[config.mk]
export PLATFORM = sky130hd
export DESIGN_NAME = cartridge_bank_mapper_with_line_irq_top
export DESIGN_NICKNAME = d
export VERILOG_FILES = /design/src/sv/cbm_pkg.sv /design/src/sv/cbm_core.sv /design/src/sv/cartridge_bank_mapper_with_line_irq_top.sv
export SDC_FILE = /design/constraint.sdc
export NUM_CORES = 1
export LEC_CHECK = 0
export BUFFER_PORTS_ARGS = -buffer_cell sky130_fd_sc_hd__buf_4
export CORE_UTILIZATION = 57
export CTS_CLUSTER_SIZE = 24
export DETAILED_ROUTE_END_ITERATION = 10
export GPL_TIMING_DRIVEN = 0
export PLACE_DENSITY_LB_ADDON = 0.05
export SLEW_MARGIN = 0
export SYNTH_ARGS = -nofsm -noshare
export SYNTH_HDL_FRONTEND = slang
export SYNTH_SLANG_ARGS = --single-unit
[constraint.sdc]
create_clock -name clk -period 2.9 [get_ports clk]
set_input_delay 0 -clock clk [delete_from_list [all_inputs] [get_ports clk]]
set_output_delay 0 -clock clk [all_outputs]
set_load 0.01 [all_outputs]
[src/sv/cbm_pkg.sv]
// Package: request and result types and the write decode constants of the bank mapper.
`timescale 1ns / 1ps
`default_nettype none
package cbm_pkg;

    localparam logic [15:0] ADDR_MASK = 16'hF800;
    localparam logic [15:0] ADDR_CHR0 = 16'h8800;
    localparam logic [15:0] ADDR_CHR1 = 16'h9800;
    localparam logic [15:0] ADDR_CHR2 = 16'hA800;
    localparam logic [15:0] ADDR_CHR3 = 16'hB800;
    localparam logic [15:0] ADDR_CNT  = 16'hC800;
    localparam logic [15:0] ADDR_ARM  = 16'hD800;
    localparam logic [15:0] ADDR_CMD  = 16'hE800;

    localparam logic [8:0] LAST_IRQ_LINE = 9'd240;

    localparam logic ACT_WRITE = 1'b0;
    localparam logic ACT_TICK  = 1'b1;

    // Bit positions inside the command byte and the arm write
    localparam int CMD_HIGH_BYTE_BIT = 0;
    localparam int CMD_MIRROR_BIT    = 5;
    localparam int ARM_DATA_BIT      = 4;

    typedef struct packed {
        logic        action;
        logic [15:0] address;
        logic [7:0]  data;
        logic [8:0]  scanline;
        logic        rendering_on;
    } cbm_req_t;

    typedef struct packed {
        logic [7:0] chr_bank_0;
        logic [7:0] chr_bank_1;
        logic [7:0] chr_bank_2;
        logic [7:0] chr_bank_3;
        logic [2:0] prg_bank;
        logic       mirror_horizontal;
        logic       irq_pulse;
    } cbm_res_t;

endpackage
`default_nettype wire

[src/sv/cbm_core.sv]
// Mapper state: bank, command, line counter and arm registers with their update logic.
`timescale 1ns / 1ps
`default_nettype none
module cbm_core
    import cbm_pkg::*;
(
    input  wire logic     clk,
    input  wire logic     rst_n,
    input  wire logic     step,
    input  wire cbm_req_t req,
    output cbm_res_t      res
);

    logic [7:0]  chr_reg [4];
    logic [7:0]  chr_next [4];
    logic [7:0]  cmd_reg;
    logic [7:0]  cmd_next;
    logic [15:0] cnt_reg;
    logic [15:0] cnt_next;
    logic        armed_reg;
    logic        armed_next;
    logic        pulse;
    logic [15:0] cnt_dec;
    logic        tick_live;

    assign cnt_dec   = cnt_reg - 16'd1;
    assign tick_live = (req.scanline <= LAST_IRQ_LINE) && req.rendering_on
                       && armed_reg && (cnt_reg != 16'd0);

    always_comb
    begin
        for (int i = 0; i < 4; i++)
        begin
            chr_next[i] = chr_reg[i];
        end
        cmd_next   = cmd_reg;
        cnt_next   = cnt_reg;
        armed_next = armed_reg;
        pulse      = 1'b0;
        if (req.action == ACT_WRITE)
        begin
            case (req.address & ADDR_MASK)
                ADDR_CHR0: chr_next[0] = req.data;
                ADDR_CHR1: chr_next[1] = req.data;
                ADDR_CHR2: chr_next[2] = req.data;
                ADDR_CHR3: chr_next[3] = req.data;
                ADDR_CNT:
                begin
                    if (cmd_reg[CMD_HIGH_BYTE_BIT])
                    begin
                        cnt_next = {req.data, cnt_reg[7:0]};
                    end
                    else
                    begin
                        cnt_next = {cnt_reg[15:8], req.data};
                    end
                end
                ADDR_ARM:  armed_next = req.data[ARM_DATA_BIT];
                ADDR_CMD:  cmd_next   = req.data;
                default:   ;
            endcase
        end
        else if (tick_live)
        begin
            cnt_next = cnt_dec;
            if (cnt_dec == 16'd0)
            begin
                armed_next = 1'b0;
                pulse      = 1'b1;
            end
        end
    end

    always_ff @(posedge clk or negedge rst_n)
    begin
        if (!rst_n)
        begin
            for (int i = 0; i < 4; i++)
            begin
                chr_reg[i] <= 8'd0;
            end
            cmd_reg   <= 8'd0;
            cnt_reg   <= 16'd0;
            armed_reg <= 1'b0;
        end
        else if (step)
        begin
            for (int i = 0; i < 4; i++)
            begin
                chr_reg[i] <= chr_next[i];
            end
            cmd_reg   <= cmd_next;
            cnt_reg   <= cnt_next;
            armed_reg <= armed_next;
        end
    end

    // Result reflects the state after this request
    always_comb
    begin
        res.chr_bank_0        = chr_next[0];
        res.chr_bank_1        = chr_next[1];
        res.chr_bank_2        = chr_next[2];
        res.chr_bank_3        = chr_next[3];
        res.prg_bank          = cmd_next[2:0];
        res.mirror_horizontal = cmd_next[CMD_MIRROR_BIT];
        res.irq_pulse         = pulse;
    end

endmodule
`default_nettype wire

[src/sv/cartridge_bank_mapper_with_line_irq_top.sv]
// Top level: request register, mapper state update and result register of the bank mapper.
`timescale 1ns / 1ps
`default_nettype none
// Bank mapper with a scanline interrupt counter. Each request is either a CPU
// register write (action 0) or a horizontal-blank tick (action 1), and each
// produces exactly one result showing the four 2 KB pattern banks, the 16 KB
// program bank, the mirroring and a one-result interrupt pulse. A request is
// captured in an input register, the mapper state is updated from it by one
// level of decode and a 16-bit decrement, and the result is held in an output
// register. One request is taken every cycle unless the result side stalls,
// set by the single state update stage. The input register keeps taking
// requests while a result waits, stalling only when both stages are full.
module cartridge_bank_mapper_with_line_irq_top
    import cbm_pkg::*;
(
    input  wire logic     clk,
    input  wire logic     rst_n,
    input  wire logic     req_valid,
    output logic          req_ready,
    input  wire cbm_req_t req_data,
    output logic          res_valid,
    input  wire logic     res_ready,
    output cbm_res_t      res_data
);

    logic     stage_valid_reg;
    cbm_req_t stage_reg;
    logic     res_valid_reg;
    cbm_res_t res_reg;
    cbm_res_t core_res;
    logic     exec_fire;
    logic     req_fire;

    // Advance the held request when the result register is free or draining
    assign exec_fire = stage_valid_reg && (!res_valid_reg || res_ready);
    assign req_ready = !stage_valid_reg || exec_fire;
    assign req_fire  = req_valid && req_ready;

    always_ff @(posedge clk or negedge rst_n)
    begin
        if (!rst_n)
        begin
            stage_valid_reg <= 1'b0;
        end
        else if (req_ready)
        begin
            stage_valid_reg <= req_valid;
        end
    end

    // Payload needs no reset
    always_ff @(posedge clk)
    begin
        if (req_fire)
        begin
            stage_reg <= req_data;
        end
    end

    cbm_core u_core (
        .clk   (clk),
        .rst_n (rst_n),
        .step  (exec_fire),
        .req   (stage_reg),
        .res   (core_res)
    );

    always_ff @(posedge clk or negedge rst_n)
    begin
        if (!rst_n)
        begin
            res_valid_reg <= 1'b0;
        end
        else if (exec_fire)
        begin
            res_valid_reg <= 1'b1;
        end
        else if (res_ready)
        begin
            res_valid_reg <= 1'b0;
        end
    end

    always_ff @(posedge clk)
    begin
        if (exec_fire)
        begin
            res_reg <= core_res;
        end
    end

    assign res_valid = res_valid_reg;
    assign res_data  = res_reg;

`ifndef ASSERT_OFF
    // An interrupt pulse only comes from a tick
    a_pulse_on_tick: assert property (@(posedge clk) disable iff (!rst_n)
        (exec_fire && core_res.irq_pulse) |-> (stage_reg.action == ACT_TICK))
        else $error("irq pulse produced by a write request");

    // A held request is not dropped while the result side stalls
    a_stage_hold: assert property (@(posedge clk) disable iff (!rst_n)
        (stage_valid_reg && !exec_fire) |=> (stage_valid_reg && $stable(stage_reg)))
        else $error("held request lost during stall");

    // An accepted request lands in the input stage
    a_req_capture: assert property (@(posedge clk) disable iff (!rst_n)
        req_fire |=> stage_valid_reg)
        else $error("accepted request not captured");

    // A result moving through the stage yields a valid result next cycle
    a_res_load: assert property (@(posedge clk) disable iff (!rst_n)
        exec_fire |=> res_valid_reg)
        else $error("result register not loaded");
`endif

endmodule
`default_nettype wire

# Word-level counts from Yosys, hierarchy flattened
# Cells that the tools add are included.
# Widths: inputs -> output; s select.
[totals] output_inout_bits=39 in_bits=39 wordCells=74 ff_bits=129
[op_classes] n_bitwise=1 mux=18 n_reduce_logical=20 n_lt_le_gt_ge=1 addsub=1 n_eq_ne=10
[ops] cell="$mux 16" n=4
[ops] cell="$eq 5x5->1 const B" n=7
[ops] cell="$mux 32" n=1
[ops] cell="$mux 8" n=4
[ops] cell="$logic_not 16->1" n=1
[ops] cell="$reduce_bool 16->1" n=1
[ops] cell="$sub 16x1->16 const B" n=1
[ops] cell="$mux 6" n=2
[ops] cell="$reduce_and 4->1" n=3
[ops] cell="$le 9x8->1 const B" n=1
[ops] cell="$reduce_bool 2->1" n=4
[ops] cell="$mux 1" n=7
[ops] cell="$logic_and 1x1->1" n=5
[ops] cell="$ne 2x1->1 const B" n=2
[ops] cell="$reduce_and 3->1" n=1
[ops] cell="$logic_not 1->1" n=2
[ops] cell="$logic_or 1x1->1" n=2
[ops] cell="$ne 2x2->1 const B" n=1
[ops] cell="$reduce_and 2->1" n=1
[ops] cell="$not 1->1" n=1

# Logic depth before layout (Yosys ltp)
[depth] word_depth=6 ltp_mapped=10 mapped_depth_nobuf=8

# Modules after synthesis
# A second synthesis with hierarchy kept.
[unflattened] cells_unflattened=406 area_unflattened_um2=5690.5
[modules_own_cells] mod="cbm_core" instances=1 area_per_inst_um2=3424.5 seq_area_each_um2=1326.3 cells_per_inst=326
[modules_own_cells] mod="cartridge_bank_mapper_with_line_irq_top" instances=1 area_per_inst_um2=2265.9 seq_area_each_um2=2212.1 cells_per_inst=80

# Least setup slack after synthesis
# No wires, ideal clock.
[synth_path] path_type="flip-flop to flip-flop" start="register res_valid_reg (netlist: res_valid)" end="register res_reg, in the netlist res_data[0], enable pin" required_ns=2.484 period_less_slack_ns=2.647 stages_incl_launch_ff=6 arrival_ns=2.232 path_buffers=2 slack_ns=0.253 setup_time_ns=0.416 path_cell_list="dfrtp_1 nand2b_1 nand2_1 inv_1 clkbuf_1 clkbuf_1"
[synth_via] elab_chain_len=3
[synth_rtl] item="start: declaration" line_no="cartridge_bank_mapper_with_line_irq_top.sv:28" text="logic res_valid_reg;"
[synth_rtl] item="start signal: assignment" line_no="cartridge_bank_mapper_with_line_irq_top.sv:72" text="res_valid_reg <= 1'b0;"
[synth_rtl] item="start signal: assignment" line_no="cartridge_bank_mapper_with_line_irq_top.sv:76" text="res_valid_reg <= 1'b1;"
[synth_rtl] item="start signal: assignment" line_no="cartridge_bank_mapper_with_line_irq_top.sv:80" text="res_valid_reg <= 1'b0;"
[synth_rtl] item="$logic_not 1->1" line_no="cartridge_bank_mapper_with_line_irq_top.sv:35" text="assign exec_fire = stage_valid_reg && (!res_valid_reg || res_ready);"
[synth_rtl] item="$logic_or 1x1->1" line_no="cartridge_bank_mapper_with_line_irq_top.sv:35"
[synth_rtl] item="$logic_and 1x1->1" line_no="cartridge_bank_mapper_with_line_irq_top.sv:35"
[synth_rtl] item="named net exec_fire" line_no="cartridge_bank_mapper_with_line_irq_top.sv:31" text="logic exec_fire;"
[synth_rtl] item="end signal: assignment" line_no="cartridge_bank_mapper_with_line_irq_top.sv:88" text="res_reg <= core_res;"
[synth_rtl] item="end: declaration" line_no="cartridge_bank_mapper_with_line_irq_top.sv:29" text="cbm_res_t res_reg;"
# The timed path passes the listed nets, and every way through them passes these cells.
# A chain may end at the register's enable or synchronous reset.

# Worst setup path after layout
[layout_path] start="register u_core.cnt_reg[0]" end="register u_core.cnt_reg[2]"
[layout_via] elab_chain_len=4 word_cells_on_any_way=7 cone_classes="add/sub: 1; eq/ne: 1; mux: 2; reduce/logical: 3"
[layout_rtl] item="start: declaration" line_no="cbm_core.sv:18" text="logic [15:0] cnt_reg;"
[layout_rtl] item="start signal: assignment" line_no="cbm_core.sv:93" text="cnt_reg <= cnt_next;"
[layout_rtl] item="parallel branches: the longest is 4 deep, another holds $sub 16x1->16"
# Parallel ways; which one is timed is not known. The select of a mux whose other input is x is not followed.

==> metrics.txt <==
DRC viols 0; synthesized instance count 433; most frequent cell on the critical path buf_6; routability cong. 0.914; Port-buffer cells 66; root buf cell clkbuf_8; Ys Warns 0; fin nets 589; CP Capture Type flop; sequential fraction of the synthesis area 0.619; commonest cells in the synthesized netlist nand2_1 (126), edfxtp_1 (61), dfrtp_1 (55); Routed WL per cell 18.8 µm; fin area 6750 µm²; Non-Filler Instances 669; power share of the combinational group 0.179; Net Switching 1.49 mW; DR pass1 iterations 5; Main synth FF type edfxtp_1; MaxCap Viol Count 0; pre-CTS setup slack 0.0837 ns; Reg-to-Reg Start u_core.cnt_reg[0]; layout cells sized above 1 0.289; most common cell in the netlist nand2_1; final setup fails 0; Num CTS Buffers 17; Critical Path Max Stage Delay 0.52 ns; CTS max path bufs 2; Reg area 3210 µm²; Synth async-reset ratio 0.474; switching part of the total 0.273; CP Launch Point u_core.cnt_reg[0]; Final Critical Period 2.79 ns; TritonCTS clock tree yes; placed cells 608; PnR worst setup slack 0.113 ns; #FFs+latches synth 116; worst-skew pair later-pin latency 0.51 ns; Area Growth Syn to Fin 30.1%; final setup TNS 0 ns; Tot Pwr 5.45 mW; worst path required time 3.29 ns; diode count 0; Setup CP Type flop to flop; P_leak 2.98 nW; Initial Util 0.592; synthesized area 5180 µm²; CP startpoint kind flop; slew margin rel. 0.332; H-tree depth 4; Die Area 9480 µm²; run status finished clean; VDD IR max 0.726 mV; Avg Cell Area, Syn 12.0 µm²; GR Util All Layers 0.277; Starting DRT DRC Count 370; multi-input logic area 1820 µm²; max reg flops 37; CP Cell Sequence inv_1 -> ha_1 -> buf_6 -> or4b_4 -> nor4b_4 -> buf_4 -> a31oi_4 -> o21ai_4 -> buf_6 -> mux2i_1 -> a21oi_1; register share of total power 0.423; synthesized net count 474; via count 3,830; num rows 34; Worst-Margin Slew 1.00 ns; final wirelength 12,600 µm; total grt overflow 0; Synth top area share 0.353; Hold Path Class input port to asynchronous set/reset pin; slowest CP cell or4b_4; Top Ports 78; crit path DAT 3.18 ns; die width 97.4 µm; die height 97.4 µm; first-pass GRT wire length 19,700 µm; Core Area 8760 µm²; clock network power share 0.398; clk slew on worst S/H paths 0.06 ns; fill count 554; synth top area cells edfxtp_1 (35%), dfrtp_1 (27%), nand2_1 (9.1%); max-slew violations 0; unrepaired setup endpoints after global routing no; Critical Path Fanout Max 10; Power Internal 3.96 mW; Setup Skew 0.0116 ns; vias per cell 5.72; initial antenna violation count 0; Synth cell types 60; count of final hold-check violations 0; DP HPWL 7320 µm; Post-synth EDFFs 61; vias in the first global route 3,725; Cell Pwr Density 808 nW/µm²; setup slack, reg-to-reg 0.11 ns; Final Cycle Share 0.961; Fmax 359 MHz; Num Clock Sinks 116; largest net degree at the start of global routing 56; area post-placement 5840 µm²; Post-DRT Antenna Nets 0; leading area contributor after synthesis edfxtp_1
-- cells in the final DEF, fill, tap and decap left out, drive strengths merged, types with 4 or more instances in the layout --
| master | instances |
|---|---|
| dfrtp | 55 |
| nor3 | 8 |
| clkinvlp | 4 |
| buf | 76 |
| nor2 | 17 |
| a31oi | 4 |
| nand2b | 4 |
| clkbuf | 28 |
| nor4 | 4 |
| and3 | 4 |
| o21ai | 16 |
| mux2 | 36 |
| a21oi | 6 |
| dlygate4sd3 | 28 |
| nand2 | 126 |
| nand3 | 5 |
| edfxtp | 61 |
| inv | 14 |
| nand4 | 5 |
-- power groups by stage --
stage	combinational [mW]	clock (mW)	sequential, mW
after floorplan	0.554	0	2.33
after global placement	0.887	0	2.31
after detailed placement	0.921	0	2.32
after CTS	0.970	2.19	2.30
after global routing	1.07	2.26	2.34
final	0.976	2.17	2.31
-- critical path: cells and delay by family (launching register included) --
family          cells  cell delay [ns]
compound gates      3             0.48
fa+ha+maj           1             0.15
mux                 1             0.19
buf+inv             4             0.59
simple gates        2             0.80
flops               1             0.45
-- metrics by stage --
stage          utilization  hold WS [ns]
5_1_grt              0.770         0.130
6_report             0.770        0.0742
3_5_place_dp         0.666         0.103
4_1_cts              0.769         0.109
2_1_floorplan            -        -0.296
3_3_place_gp         0.663         0.100
-- what timing repair did --
| action | 4_1_cts | 5_1_grt |
|---|---|---|
| endpoints found under the setup margin | 0 | 7 |
| hold endpoints to repair | 81 | 0 |
| setup buffers | 0 | 1 |
| hold buffers | 28 | 0 |
| gates resized for setup | 0 | 0 |
-- final timing paths --
check,to,cells past startpoint
worst min register to register,u_core.chr_reg[22],2
worst max-delay path,u_core.cnt_reg[2],11
max in group asynchronous,u_core.chr_reg[19],2
worst min-delay path,u_core.cnt_reg[5],2
min in group clk,stage_reg[5],2
worst max register to register,u_core.cnt_reg[2],11
-- cell type report --
cell class                 count  area share
timing repair buffer          96       0.119
tap                          108      0.0200
clock buffer                  19      0.0671
inverter                      10     0.00556
buffer                        17      0.0180
sequential                   116       0.476
clock inverter                13      0.0250
multi-input combinational    290       0.270
-- layer usage --
metal	wire [µm]	share of wire	global-route usage	vias up
li1	-	-	-	1791
met1	5630	0.45	0.389	1862
met2	6010	0.48	0.434	157
met3	720	0.057	0.0619	20
met4	187	0.015	0.0882	0
met5	0	0	0	-
-- kinds of logic (layout without fill, tap and decap cells) --
| group | after synthesis | in the layout | synth area share |
|---|---|---|---|
| buffers and inverters | 27 | 155 | 0.0304 |
| AOI/OAI and AO/OA | 52 | 52 | 0.0797 |
| adders and majority gates | 2 | 2 | 0.00483 |
| DFF | 116 | 116 | 0.619 |
| and+or+nand+nor | 196 | 196 | 0.181 |
| muxes | 38 | 38 | 0.0821 |
| xor gates and xnor gates | 2 | 2 | 0.00338 |
Note: power is estimated with default switching activity, not from simulation.
